==> config.mk <==
export PLATFORM = sky130hd
export DESIGN_NAME = touched_lod_cells_unit
export DESIGN_NICKNAME = d
export VERILOG_FILES = /design/src/sv/tlc_pkg.sv /design/src/sv/tlc_axis_div.sv /design/src/sv/tlc_emitter.sv /design/src/sv/touched_lod_cells_unit.sv
export SDC_FILE = /design/constraint.sdc
export NUM_CORES = 1
export LEC_CHECK = 0
export BUFFER_PORTS_ARGS = -buffer_cell sky130_fd_sc_hd__buf_2
export CAP_MARGIN = 20
export CORE_MARGIN = 2
export CORE_UTILIZATION = 61
export DETAILED_ROUTE_END_ITERATION = 8
export GPL_TIMING_DRIVEN = 1
export HOLD_SLACK_MARGIN = 0.02
export PLACE_DENSITY = 0.81
export SLEW_MARGIN = 30
export SYNTH_ARGS = -nofsm -noshare
export SYNTH_HDL_FRONTEND = slang
export SYNTH_SLANG_ARGS = --single-unit
==> constraint.sdc <==
create_clock -name clock -period 6.5 [get_ports clock]
set_input_delay 1.625 -clock clock [delete_from_list [all_inputs] [get_ports clock]]
set_output_delay 1.625 -clock clock [all_outputs]
set_load 0.01 [all_outputs]
==> src/sv/tlc_pkg.sv <==
// ----------------------------------------------------------------------------
// tlc_pkg: shared types and constants for the touched LOD cells unit
// Field widths, register indexes and the structs that pass between the
// divider lanes, the sequencer and the cell emitter.
// ----------------------------------------------------------------------------
package tlc_pkg;

   localparam int AXES       = 3;
   localparam int CELL_W     = 33;
   localparam int SPAN_W     = 13;
   localparam int LEVEL_W    = 4;
   localparam int CSR_IDX_W  = 1;
   localparam int CSR_DATA_W = 13;
   localparam int IN_W       = 32;

   // register indexes on the csr port
   localparam logic [CSR_IDX_W-1:0] CSR_SPAN  = 1'd0;
   localparam logic [CSR_IDX_W-1:0] CSR_LEVEL = 1'd1;

   // controls from the sequencer to every divider lane
   typedef struct packed {
      logic load;
      logic step;
   } div_ctl_type;

   // one axis after division: first cell and number of cells (1 to 3)
   typedef struct packed {
      logic [CELL_W-1:0] start;
      logic [1:0]        count;
   } axis_type;

   typedef axis_type [AXES-1:0] axis_set_type;

   // handoff from the sequencer to the emitter
   typedef struct packed {
      logic               load;
      logic [LEVEL_W-1:0] level;
      axis_set_type       axis;
   } emit_load_type;

endpackage

==> src/sv/tlc_axis_div.sv <==
// ----------------------------------------------------------------------------
// tlc_axis_div: bit-serial floor divider for one axis
// Restoring division, one quotient bit per step. A negative coordinate is
// divided as its complement, and the floor quotient and remainder flags are
// recovered from that, so no signed correction pass is needed.
// ----------------------------------------------------------------------------
module tlc_axis_div #(
   parameter int COORD_BITS = 32
) (
   input  logic                       clock,
   input  tlc_pkg::div_ctl_type       ctl,
   input  logic [COORD_BITS-1:0]      coord,
   input  logic [tlc_pkg::SPAN_W-1:0] span,
   output tlc_pkg::axis_type          result
);
   import tlc_pkg::*;

   localparam int MAG_W = COORD_BITS - 1;

   logic [MAG_W-1:0]  quo_ff, quo_in;
   logic [SPAN_W-1:0] rem_ff, rem_in;
   logic              neg_ff, neg_in;
   logic [SPAN_W:0]   trial;
   logic              fits;
   logic [SPAN_W-1:0] span_m1;
   logic              rem_zero, rem_top, lo, hi;
   logic [CELL_W-1:0] q_ext, q_val;

   // shift one dividend bit into the partial remainder and subtract on fit
   always_comb begin
      trial  = {rem_ff, quo_ff[MAG_W-1]};
      fits   = trial >= {1'b0, span};
      quo_in = quo_ff;
      rem_in = rem_ff;
      neg_in = neg_ff;
      if (ctl.load) begin
         neg_in = coord[COORD_BITS-1];
         quo_in = coord[COORD_BITS-1] ? ~coord[MAG_W-1:0] : coord[MAG_W-1:0];
         rem_in = '0;
      end else if (ctl.step) begin
         quo_in = {quo_ff[MAG_W-2:0], fits};
         rem_in = fits ? SPAN_W'(trial - {1'b0, span}) : trial[SPAN_W-1:0];
      end
   end

   always_ff @(posedge clock) begin
      quo_ff <= quo_in;
      rem_ff <= rem_in;
      neg_ff <= neg_in;
   end

   // a complemented remainder swaps the zero and span-1 cases
   always_comb begin
      span_m1  = span - SPAN_W'(1);
      rem_zero = rem_ff == '0;
      rem_top  = rem_ff == span_m1;
      lo       = neg_ff ? rem_top : rem_zero;
      hi       = neg_ff ? rem_zero : rem_top;
      q_ext    = {{(CELL_W-MAG_W){1'b0}}, quo_ff};
      q_val    = neg_ff ? ~q_ext : q_ext;
      result.start = lo ? q_val - CELL_W'(1) : q_val;
      result.count = 2'd1 + {1'b0, lo} + {1'b0, hi};
   end

endmodule

==> src/sv/tlc_emitter.sv <==
// ----------------------------------------------------------------------------
// tlc_emitter: cell emitter
// Walks the offset combinations of one chunk, z fastest, one cell per beat,
// from registered cell coordinates. Takes the next chunk on the beat that
// the final cell leaves.
// ----------------------------------------------------------------------------
module tlc_emitter (
   input  logic                        clock,
   input  logic                        reset,
   input  tlc_pkg::emit_load_type      load,
   output logic                        busy,
   output logic                        rsp_valid,
   input  logic                        rsp_ready,
   output logic [tlc_pkg::LEVEL_W-1:0] rsp_cell_level,
   output logic [tlc_pkg::CELL_W-1:0]  rsp_cell_x,
   output logic [tlc_pkg::CELL_W-1:0]  rsp_cell_y,
   output logic [tlc_pkg::CELL_W-1:0]  rsp_cell_z,
   output logic                        rsp_last_cell
);
   import tlc_pkg::*;

   logic                    valid_ff, valid_in;
   logic [LEVEL_W-1:0]      level_ff, level_in;
   logic [CELL_W-1:0]       start_ff [AXES], start_in [AXES];
   logic [CELL_W-1:0]       cell_ff  [AXES], cell_in  [AXES];
   logic [1:0]              cnt_ff   [AXES], cnt_in   [AXES];
   logic [1:0]              idx_ff   [AXES], idx_in   [AXES];
   logic                    last;
   logic                    beat;
   logic                    carry;

   assign last = (idx_ff[0] == cnt_ff[0] - 2'd1) && (idx_ff[1] == cnt_ff[1] - 2'd1)
              && (idx_ff[2] == cnt_ff[2] - 2'd1);
   assign beat = valid_ff && rsp_ready;
   assign busy = valid_ff && !(rsp_ready && last);

   // load a new chunk, or advance the odometer on each beat
   always_comb begin
      valid_in = valid_ff;
      level_in = level_ff;
      carry    = 1'b1;
      for (int a = 0; a < AXES; a++) begin
         start_in[a] = start_ff[a];
         cell_in[a]  = cell_ff[a];
         cnt_in[a]   = cnt_ff[a];
         idx_in[a]   = idx_ff[a];
      end
      priority if (load.load) begin
         valid_in = 1'b1;
         level_in = load.level;
         for (int a = 0; a < AXES; a++) begin
            start_in[a] = load.axis[a].start;
            cell_in[a]  = load.axis[a].start;
            cnt_in[a]   = load.axis[a].count;
            idx_in[a]   = 2'd0;
         end
      end else if (beat && last) begin
         valid_in = 1'b0;
      end else if (beat) begin
         for (int a = AXES - 1; a >= 0; a--) begin
            if (carry) begin
               if (idx_ff[a] == cnt_ff[a] - 2'd1) begin
                  idx_in[a]  = 2'd0;
                  cell_in[a] = start_ff[a];
               end else begin
                  idx_in[a]  = idx_ff[a] + 2'd1;
                  cell_in[a] = cell_ff[a] + CELL_W'(1);
                  carry      = 1'b0;
               end
            end
         end
      end
   end

   always_ff @(posedge clock) begin
      if (reset) begin
         valid_ff <= 1'b0;
      end else begin
         valid_ff <= valid_in;
      end
      level_ff <= level_in;
      for (int a = 0; a < AXES; a++) begin
         start_ff[a] <= start_in[a];
         cell_ff[a]  <= cell_in[a];
         cnt_ff[a]   <= cnt_in[a];
         idx_ff[a]   <= idx_in[a];
      end
   end

   assign rsp_valid      = valid_ff;
   assign rsp_cell_level = level_ff;
   assign rsp_cell_x     = cell_ff[0];
   assign rsp_cell_y     = cell_ff[1];
   assign rsp_cell_z     = cell_ff[2];
   assign rsp_last_cell  = last;

`ifndef SYNTH
   // the odometer never runs past the cell count of any axis
   assert property (@(posedge clock) disable iff (reset)
      valid_ff |-> (idx_ff[0] < cnt_ff[0]) && (idx_ff[1] < cnt_ff[1])
                && (idx_ff[2] < cnt_ff[2]))
      else $error("emitter index beyond cell count");

   // the final beat without a new chunk leaves the channel empty
   assert property (@(posedge clock) disable iff (reset)
      (beat && last && !load.load) |=> !valid_ff)
      else $error("emitter still valid after final cell");
`endif

endmodule

==> src/sv/touched_lod_cells_unit.sv <==
// ----------------------------------------------------------------------------
// touched_lod_cells_unit: LOD cells touched by one chunk
// Request channel (req_): one chunk coordinate triple per beat.
// Response channel (rsp_): 1 to 27 cell beats per chunk, ascending in x, then
// y, then z, each tagged with the level register; rsp_last_cell marks the
// final cell of a chunk.
// Config port (csr_): span_chunks (index 0, zero means 1) and lod_level
// (index 1); write only while no chunk is in flight.
// Timing: a chunk passes through the three bit-serial divider lanes (one
// quotient bit per cycle, COORD_BITS-1 steps, plus load and handoff); its
// first cell is valid the cycle after handoff. Cells then leave one per
// cycle while rsp_ready is high. The dividers take the next chunk while the
// emitter still drains cells.
// Reset: span returns to 1, level to 0, the pipe empties.
// Stall: a held rsp_ready freezes the current cell; a finished division
// waits in its lanes, and req_ready stays low until the handoff.
// ----------------------------------------------------------------------------
module touched_lod_cells_unit #(
   parameter int COORD_BITS = 32
) (
   input  logic                           clock,
   input  logic                           reset,
   input  logic                           csr_wr_en,
   input  logic [tlc_pkg::CSR_IDX_W-1:0]  csr_index,
   input  logic [tlc_pkg::CSR_DATA_W-1:0] csr_wdata,
   input  logic                           req_valid,
   output logic                           req_ready,
   input  logic [tlc_pkg::IN_W-1:0]       req_chunk_x,
   input  logic [tlc_pkg::IN_W-1:0]       req_chunk_y,
   input  logic [tlc_pkg::IN_W-1:0]       req_chunk_z,
   output logic                           rsp_valid,
   input  logic                           rsp_ready,
   output logic [tlc_pkg::LEVEL_W-1:0]    rsp_cell_level,
   output logic [tlc_pkg::CELL_W-1:0]     rsp_cell_x,
   output logic [tlc_pkg::CELL_W-1:0]     rsp_cell_y,
   output logic [tlc_pkg::CELL_W-1:0]     rsp_cell_z,
   output logic                           rsp_last_cell
);
   import tlc_pkg::*;

   localparam int STEPS  = COORD_BITS - 1;
   localparam int STEP_W = $clog2(STEPS);

   localparam logic [1:0] ST_IDLE = 2'd0;
   localparam logic [1:0] ST_DIV  = 2'd1;
   localparam logic [1:0] ST_DONE = 2'd2;

   logic [SPAN_W-1:0]  span_ff, span_in;
   logic [LEVEL_W-1:0] level_ff, level_in;
   logic [SPAN_W-1:0]  span_eff;
   logic [1:0]         state_ff, state_in;
   logic [STEP_W-1:0]  step_ff, step_in;
   logic               step_last;
   logic               req_beat;
   logic               emit_busy;
   div_ctl_type        div_ctl;
   axis_set_type       axis_res;
   emit_load_type      emit_load;

   // configuration registers
   always_comb begin
      span_in  = span_ff;
      level_in = level_ff;
      if (csr_wr_en) begin
         unique case (csr_index)
            CSR_SPAN:  span_in  = csr_wdata;
            CSR_LEVEL: level_in = csr_wdata[LEVEL_W-1:0];
            default:   ;
         endcase
      end
   end

   always_ff @(posedge clock) begin
      if (reset) begin
         span_ff  <= SPAN_W'(1);
         level_ff <= '0;
      end else begin
         span_ff  <= span_in;
         level_ff <= level_in;
      end
   end

   assign span_eff = (span_ff == '0) ? SPAN_W'(1) : span_ff;

   // sequence load, division steps and handoff
   assign req_ready = state_ff == ST_IDLE;
   assign req_beat  = req_valid && req_ready;
   assign step_last = step_ff == STEP_W'(STEPS - 1);

   always_comb begin
      state_in        = state_ff;
      step_in         = step_ff;
      div_ctl.load    = req_beat;
      div_ctl.step    = state_ff == ST_DIV;
      emit_load.load  = 1'b0;
      emit_load.level = level_ff;
      emit_load.axis  = axis_res;
      unique case (state_ff)
         ST_IDLE: begin
            step_in = '0;
            if (req_valid) state_in = ST_DIV;
         end
         ST_DIV: begin
            step_in = step_ff + STEP_W'(1);
            if (step_last) state_in = ST_DONE;
         end
         ST_DONE: begin
            if (!emit_busy) begin
               emit_load.load = 1'b1;
               state_in       = ST_IDLE;
            end
         end
         default: state_in = ST_IDLE;
      endcase
   end

   always_ff @(posedge clock) begin
      if (reset) begin
         state_ff <= ST_IDLE;
         step_ff  <= '0;
      end else begin
         state_ff <= state_in;
         step_ff  <= step_in;
      end
   end

   // one divider lane per axis
   tlc_axis_div #(.COORD_BITS(COORD_BITS)) u_div_x (
      .clock  (clock),
      .ctl    (div_ctl),
      .coord  (req_chunk_x[COORD_BITS-1:0]),
      .span   (span_eff),
      .result (axis_res[0])
   );

   tlc_axis_div #(.COORD_BITS(COORD_BITS)) u_div_y (
      .clock  (clock),
      .ctl    (div_ctl),
      .coord  (req_chunk_y[COORD_BITS-1:0]),
      .span   (span_eff),
      .result (axis_res[1])
   );

   tlc_axis_div #(.COORD_BITS(COORD_BITS)) u_div_z (
      .clock  (clock),
      .ctl    (div_ctl),
      .coord  (req_chunk_z[COORD_BITS-1:0]),
      .span   (span_eff),
      .result (axis_res[2])
   );

   tlc_emitter u_emitter (
      .clock          (clock),
      .reset          (reset),
      .load           (emit_load),
      .busy           (emit_busy),
      .rsp_valid      (rsp_valid),
      .rsp_ready      (rsp_ready),
      .rsp_cell_level (rsp_cell_level),
      .rsp_cell_x     (rsp_cell_x),
      .rsp_cell_y     (rsp_cell_y),
      .rsp_cell_z     (rsp_cell_z),
      .rsp_last_cell  (rsp_last_cell)
   );

`ifndef SYNTH
   // an accepted chunk starts division from step zero
   assert property (@(posedge clock) disable iff (reset)
      req_beat |=> (state_ff == ST_DIV) && (step_ff == '0))
      else $error("division did not start on accepted chunk");

   // the last division step always ends in the handoff state
   assert property (@(posedge clock) disable iff (reset)
      (state_ff == ST_DIV && step_last) |=> state_ff == ST_DONE)
      else $error("division overran its step count");
`endif

endmodule
==> flow_metrics.tcl, run 1 <==
set metrics [dict create \
    run_status "complete, no violations" \
    design_area_um2 27400 \
    worstHoldPathType "reg2reg" \
    timing_hold_violations_final 0 \
    drt_iter0_drc 2664 \
    synth.area.mux_share_pct 1.57 \
    whs_endpoint "u_emitter.rsp_cell_level[1]" \
    maxCapViolCount 0 \
    hold_path_depth 0 \
    post_route_cells_drive_above_1_share_pct 12.1 \
    postCtsHoldBufs 0 \
    tritoncts "built" \
    launch_point_of_the_worst_reg_to_reg_path "span_ff[1]" \
    power_density_nw_per_um2 301 \
    setup_viol_count_final 0 \
    ff2ff_setup_slack_ns 0.59 \
    cts_buffers 41 \
    layoutNonFillerInstCount 3372 \
    critical_path_required_ns 6.82 \
    synth_top_family_by_area "simple AND/OR/NAND/NOR gates" \
    worstSetupStartpointType "flip-flop" \
    cts.sink_count 374 \
    postSynthCellCount 2682 \
    fin_setup_tns_ns 0 \
    clk_path_buf_depth 3 \
    hold-worst-slack_ns 0.436 \
    post_cts.resized_instances 0 \
    pin_count_of_the_biggest_net_entering_global_routing 142 \
    grt_pass1_vias 19600 \
    fmaxAchievable_mhz 169 \
    routed_wirelength_um 72000 \
    final_max_tran_viols 0 \
    yosys_warnings 0 \
    clock_insertion_delay_worst_skew_ns 0.59 \
    clkSlewWorstSetupHoldPaths_ns 0.06 \
    synthesis.area_um2 24600 \
    port-buffer-count 220 \
    initial_utilization_pct 61.8 \
    die_area_um2 42000 \
    timing.final.crit_period_ns 5.91 \
    yosysTopAreaCellShare_pct 37.1 \
    fp-row-count 73 \
    slew-limit-headroom_pct 33.1 \
    cellLeakagePower_nw 9.96 \
    yosys_register_bits 374 \
    worst-path-max-fanout 12 \
    finClkSkew_ns 0.0345 \
    rsz0062_at_grt "no" \
    place_area_um2 26000 \
    worstSetupEndpointType "flip-flop" \
    synth_area_leader_cell "edfxtp_1" \
    critical_path_class "reg2reg" \
    gp_routability_congestion 1.04 \
    synth_sequential_area_ratio_pct 42.8 \
    vdd_drop_max_v 0.000283 \
    viasPerCell 6.34 \
    postSynthAreaPerCell_um2 9.18 \
    clk_root_buffer_cell "clkbuf_16" \
    reg2reg_depth 17 \
    tightestPinTransition_ns 1.00 \
    synthFlopType "edfxtp_1" \
    post_cts_buffers 0 \
    detailedRoute.firstPassIterationCount 6 \
    grtUsageTotal_pct 33.7 \
    syn_to_final_growth_pct 11.4 \
    remaining_drc_errors 0 \
    route.antenna.remaining_nets 0 \
    syn_nets 2855 \
    timing.hold.worst.start "level_ff[1]" \
    post_synthesis_share_of_cell_area_spent_on_and_or_nand_and_nor_gates_pct 18.2 \
    die_x_um 205 \
    core_area_um2 39800 \
    htree_num_levels 2 \
    num_vias 21400 \
    adder_and_majority_cell_fraction_of_the_synthesized_area_pct 3.04 \
    ys_async_sr_fraction_pct 0 \
    synth-xor-area-share_pct 14.3 \
    routedWlPerCell_um 21.4 \
    grt_overflow 0 \
    floorplan.io_pins 221 \
    grt_first_pass_wirelength_um 110000 \
    synth-compound-area-share_pct 16.3 \
    synth_cell_type_count 84 \
    timing.final.crit_share_pct 91.0 \
    count_of_flip_flops_with_a_built_in_enable_after_synthesis 304 \
    antenna_found_initial 2 \
    yosys-top-cells-area "edfxtp_1 (37%), xnor2_1 (8.6%), dfxtp_1 (5.7%)" \
    worstReg2RegEnd "u_emitter.cell_ff[0][89]" \
    detailed_place_hpwl_um 52400 \
    arrival_ns 6.24 \
    layout.nets 2984 \
    numPlacedInstances 3293 \
    chipHeight_um 205 \
]
-- worst max-delay path: stages (launching register included) --
cell and delay [ns]:
dfxtp_1 0.46, nor4_2 0.71, a41o_1 0.47, inv_1 0.15, ha_1 0.29, or3b_1 0.35
buf_4 0.24, nor3_1 0.11, xnor3_1 0.23, nand4_1 0.08, nor4_1 0.63, nand2_1 0.47
o21bai_1 0.36, inv_2 0.17, or2_2 0.36, nor3_1 0.21, xnor2_1 0.17, a21o_1 0.20
-- per-stage QoR --
stage          util (%)  power [W]  setup slack (ns)
4_1_cts            68.8    0.00820             0.478
6_report           68.9    0.00826             0.586
3_5_place_dp       65.3    0.00578             0.532
5_1_grt            68.9    0.00865             0.274
2_1_floorplan         -    0.00508             0.512
3_3_place_gp       65.3    0.00570             0.769
-- kinds of logic after synthesis --
kind of cell    after synthesis
compound gates              644
fa+ha+maj                    58
buf+inv                     241
simple gates                939
mux                          38
flops                       374
xor+xnor                    388
-- sequential cells by signal (all words and copies together), names as in the netlist, 4 cells and up --
name                      cells
level_ff                      4
u_emitter.cnt_ff              6
u_div_x.rem_ff               13
u_div_z.quo_ff               31
span_ff                      13
u_div_z.rem_ff               13
u_emitter.cell_ff            99
u_emitter.rsp_cell_level      4
u_div_y.quo_ff               31
step_ff                       5
u_div_x.quo_ff               31
u_emitter.idx_ff              6
u_div_y.rem_ff               13
u_emitter.start_ff           99
-- cell usage in the layout (no fill, tap or decap), types with 44 or more instances in the layout --
master	synthesis	routed
a211oi_1	62	61
a21o_1	73	73
a21oi_1	183	179
buf_2	6	219
clkbuf_16	0	44
dfxtp_1	70	70
edfxtp_1	304	304
ha_1	55	55
inv_1	77	77
nand2_1	252	252
nand3_1	88	88
nand4_1	48	48
nor2_1	285	284
nor3_1	63	63
o21ai_0	173	172
xnor2_1	243	243
xor2_1	137	137
-- cell type report --
cell class                 instances  area, um^2
inverter                          82         318
clock buffer                      61        1200
fill                            3167       12400
clock inverter                    15         180
multi-input combinational       2067       13200
tap                              525         657
sequential                       374       10500
timing repair buffer             245        1320
antenna                            3        7.51
-- worst max-delay path by stage --
stage | start | to | cells past startpoint
3_3_place_gp | span_ff[1] | u_emitter.cell_ff[0][89] | 16
3_5_place_dp | span_ff[1] | u_emitter.cell_ff[0][89] | 16
5_1_grt | span_ff[1] | u_emitter.cell_ff[0][89] | 17
6_report | span_ff[1] | u_emitter.cell_ff[0][89] | 17
2_1_floorplan | rsp_ready | u_emitter.cnt_ff[0][0] | 6
4_1_cts | span_ff[1] | u_emitter.cell_ff[0][89] | 16
-- Yosys cell counts (4+ instances only) --
cell         n
nor3b_1      8
nand2_1    252
nor4_1      29
and4_1      19
and3_1      31
a41oi_1      6
xnor3_1      8
nor3_1      63
or4_1       13
buf_1       14
dfxtp_1     70
edfxtp_1   304
o2111ai_1    5
buf_2        6
o21a_1      13
a31oi_1     28
o22ai_1     14
a21oi_1    183
a21o_1      73
a211oi_1    62
a22oi_1      4
buf_6        4
o31a_1       5
mux2_2       4
or2_2       11
nand4_1     48
xor2_1     137
nor2b_1     23
o41ai_1      9
inv_1       77
clkbuf_1   133
ha_1        55
nor2_1     285
a22o_1       5
or3_1       23
o211ai_1     7
nand3_1     88
xnor2_1    243
mux2i_1     34
nand2b_1    17
o21ai_0    173
and2_1      12
o21bai_1     5
o31ai_1     11
a21boi_0    10
-- metal layers --
metal	GRT usage (%)	routed length, um
met5	0	0
met4	11.4	2110
met3	5.81	7080
met2	50.7	31900
met1	49.4	31000
-- report_power, final --
part           internal (W)  leakage (nW)  switching (W)
clock network       0.00145         0.676       0.000988
logic               0.00109          5.91        0.00153
registers           0.00284          3.37       0.000357
total               0.00538          9.96        0.00288
Note: power is estimated with default switching activity, not from simulation.
==> run 2: changes to the inputs <==
--- a/config.mk
+++ b/config.mk
@@ -16,4 +16,5 @@
 export SLEW_MARGIN = 30
 export SYNTH_ARGS = -nofsm -noshare
 export SYNTH_HDL_FRONTEND = slang
+export SYNTH_HIERARCHICAL = 1
 export SYNTH_SLANG_ARGS = --single-unit
==> run 2 against run 1 <==
First-iteration DRC count decreased by 2.3%; combinational power decreased by 18%; clock power hardly changed; register-to-register slack improved by 1.0 ns; flip-flop and latch count stayed put; critical path depth down 2; sequential share of layout area down 1.2 points; cell area grew 3.2%; clock-buffer cell count decreased by 10; utilization fell by 1.1 points; synthesized cell count grew 4.6%; routed wire length fell by 3.0%; critical endpoint is now u_emitter/cell_ff[0][62].
==> flow_metrics.tcl, run 2 <==
set metrics [dict create \
    postCtsHoldBufs 0 \
    cellLeakagePower_nw 10.0 \
    mostFrequentLayoutCells "edfxtp_1 (304), nand2_1 (267), nor2_1 (259), xnor2_1 (257), buf_2 (220)" \
    timing.final.crit_share_pct 75.0 \
    remaining_drc_errors 0 \
    port-buffer-count 220 \
    floorplan.io_pins 221 \
    critPathMaxStageDelay_ns 0.59 \
    synthesis.area_um2 25700 \
    arrival_ns 5.18 \
    antenna_found_initial 2 \
    syn_nets 2982 \
    cts_buffers 42 \
    setup_viol_count_final 0 \
    fin_util_pct 67.8 \
    biggestRegsByFlops "u_emitter/cell_ff: 99 flops, u_emitter/start_ff: 99 flops" \
    fillers 3251 \
    synth_top_cells_by_count "edfxtp_1 (304), nand2_1 (267), nor2_1 (259)" \
    num_vias 22000 \
    sw_frac_of_total_pct 32.9 \
    gp_routability_congestion 0.911 \
    power_density_nw_per_um2 272 \
    worstHoldPathType "reg2reg" \
    design_area_um2 28300 \
    clkSlewWorstSetupHoldPaths_ns 0.06 \
    final_max_tran_viols 0 \
    layout_commonest_cell "edfxtp_1" \
    ys_async_sr_fraction_pct 0 \
    yosys_warnings 6 \
    grt_overflow 0 \
    postSynthCellCount 2805 \
    internal-power_w 0.00517 \
    initial_utilization_pct 61.5 \
    route.antenna.remaining_nets 0 \
    layout.area.seq_um2 10500 \
    pin_count_of_the_biggest_net_entering_global_routing 85 \
    clockPowerShare_pct 31.5 \
    synth_area_leader_cell "edfxtp_1" \
    post_route_cells_drive_above_1_share_pct 12.9 \
    fmaxAchievable_mhz 205 \
    run_status "complete, no violations" \
    worstSetupEndpointType "flip-flop" \
    chipHeight_um 209 \
    synthFlopType "edfxtp_1" \
    die_area_um2 43700 \
    die_x_um 209 \
    grt_pass1_vias 20100 \
    tightestPinTransition_ns 0.988 \
    timing.hold.worst.start "level_ff[0]" \
    grtUsageTotal_pct 30.8 \
    launch_point_of_the_worst_reg_to_reg_path "span_ff[2]" \
    yosys-top-cells-area "edfxtp_1 (36%), xnor2_1 (8.8%), dfxtp_1 (5.5%)" \
    multi_input_comb_area_um2 14100 \
    post-synth-top-count-cell "edfxtp_1" \
    critical_path_required_ns 6.80 \
    p_switching_w 0.00254 \
    routedWlPerCell_um 20.0 \
    rsz0062_at_grt "no" \
    yosys_register_bits 374 \
    pwr-share-seq_pct 40.6 \
    critPathSlowestCell "dfxtp_1" \
    count_of_flip_flops_with_a_built_in_enable_after_synthesis 304 \
    worstSetupStartpointType "flip-flop" \
    timing.critical_path.max_delay_family "compound AO/OA/AOI/OAI gates" \
    fin_setup_tns_ns 0 \
    cts.sink_count 374 \
    vdd_drop_max_v 0.000225 \
    core_area_um2 41800 \
    startpoint "span_ff[2]" \
    clk_root_buffer_cell "clkbuf_16" \
    tritoncts "built" \
    crit_path_buffers_inverters 2 \
    crit_path_cell_trace "nor4_1 > a31o_2 > inv_1 > ha_1 > xor2_1 > o211ai_1 > a2111oi_0 > and4_1 > o2111ai_4 > o21ai_4 > inv_2 > or3_4 > xnor2_2 > nand2_1 > o221ai_1" \
    fp-row-count 75 \
    timing_hold_violations_final 0 \
    detailedRoute.firstPassIterationCount 8 \
    drt_iter0_drc 2604 \
    comb_power_share_pct 28.0 \
    synth_sequential_area_ratio_pct 41.0 \
    yosysTopAreaCellShare_pct 35.6 \
    clk_path_buf_depth 3 \
    clock_insertion_delay_worst_skew_ns 0.58 \
    postSynthAreaPerCell_um2 9.15 \
    maxCapViolCount 0 \
    detailed_place_hpwl_um 50300 \
    post_cts.resized_instances 0 \
    viasPerCell 6.32 \
    grt_first_pass_wirelength_um 108000 \
    timing.final.crit_period_ns 4.87 \
    layout.nets 3088 \
    syn_to_final_growth_pct 10.3 \
    place_area_um2 26900 \
    slew-limit-headroom_pct 33.5 \
    worst-path-max-fanout 21 \
    routed_wirelength_um 69800 \
    synth_cell_type_count 97 \
    ff2ff_setup_slack_ns 1.63 \
    htree_num_levels 2 \
    fin_total_pwr_w 0.00771 \
    finClkSkew_ns 0.0342 \
    critical_path_class "reg2reg" \
    post_cts_buffers 0 \
]
-- run 2: cell type report --
type / instances / share of cell area (%)
antenna: 2 / 0.0177
timing repair buffer: 240 / 4.42
multi-input combinational: 2157 / 49.8
tap: 539 / 2.38
sequential: 374 / 37.2
inverter: 96 / 1.27
clock inverter: 25 / 1.04
clock buffer: 51 / 3.92
-- run 2: final timing paths --
check	cells after the start	to
worst max-delay path	15	u_emitter/cell_ff[0][62]
worst min-delay path	0	u_emitter/rsp_cell_level[0]
worst max register to register	15	u_emitter/cell_ff[0][62]
worst min register to register	0	u_emitter/rsp_cell_level[0]
-- run 2: worst reg2reg max path: cells and delay by family, from the launching register on --
| family | cells | cell delay [ns] |
|---|---|---|
| AO/OA/AOI/OAI | 6 | 1.94 |
| adder cells (fa/ha/maj) | 1 | 0.31 |
| flip-flops | 1 | 0.59 |
| XOR/XNOR | 2 | 0.29 |
| buffers and inverters | 2 | 0.28 |
| AND/OR/NAND/NOR | 4 | 1.20 |
-- run 2: power by group through the flow --
stage | registers [W] | clock network, W | logic [W]
global placement | 0.00315 | 0 | 0.00205
floorplan | 0.00300 | 0 | 0.00173
detailed placement | 0.00316 | 0 | 0.00210
global route | 0.00314 | 0.00255 | 0.00236
CTS | 0.00311 | 0.00247 | 0.00212
finish | 0.00313 | 0.00242 | 0.00216
-- run 2: logic make-up after synthesis --
| logic type | count (synthesis) | synth area share, % |
|---|---|---|
| AO/OA/AOI/OAI | 587 | 14.7 |
| XOR/XNOR | 379 | 13.0 |
| adder cells (fa/ha/maj) | 62 | 3.11 |
| buffers and inverters | 274 | 4.31 |
| flip-flops | 374 | 41.0 |
| multiplexers | 76 | 3.00 |
| AND/OR/NAND/NOR | 1053 | 20.9 |
-- run 2: metrics by stage --
stage          setup WS (ns)  hold WS, ns  cells
2_1_floorplan          0.188        0.408   2805
3_3_place_gp            1.83        0.413   3406
3_5_place_dp            1.72        0.425   3406
4_1_cts                 1.72        0.431   3482
5_1_grt                 1.26        0.446   3484
6_report                1.63        0.429   3484
-- run 2: metal layers --
metal / GRT usage, % / share of wire (%) / up-vias
met5: 0 / 0 / -
met4: 7.78 / 2.0 / 0
met3: 4.52 / 8.1 / 109
met2: 47.9 / 45 / 1003
met1: 45.5 / 45 / 10500
li1: - / - / 10400
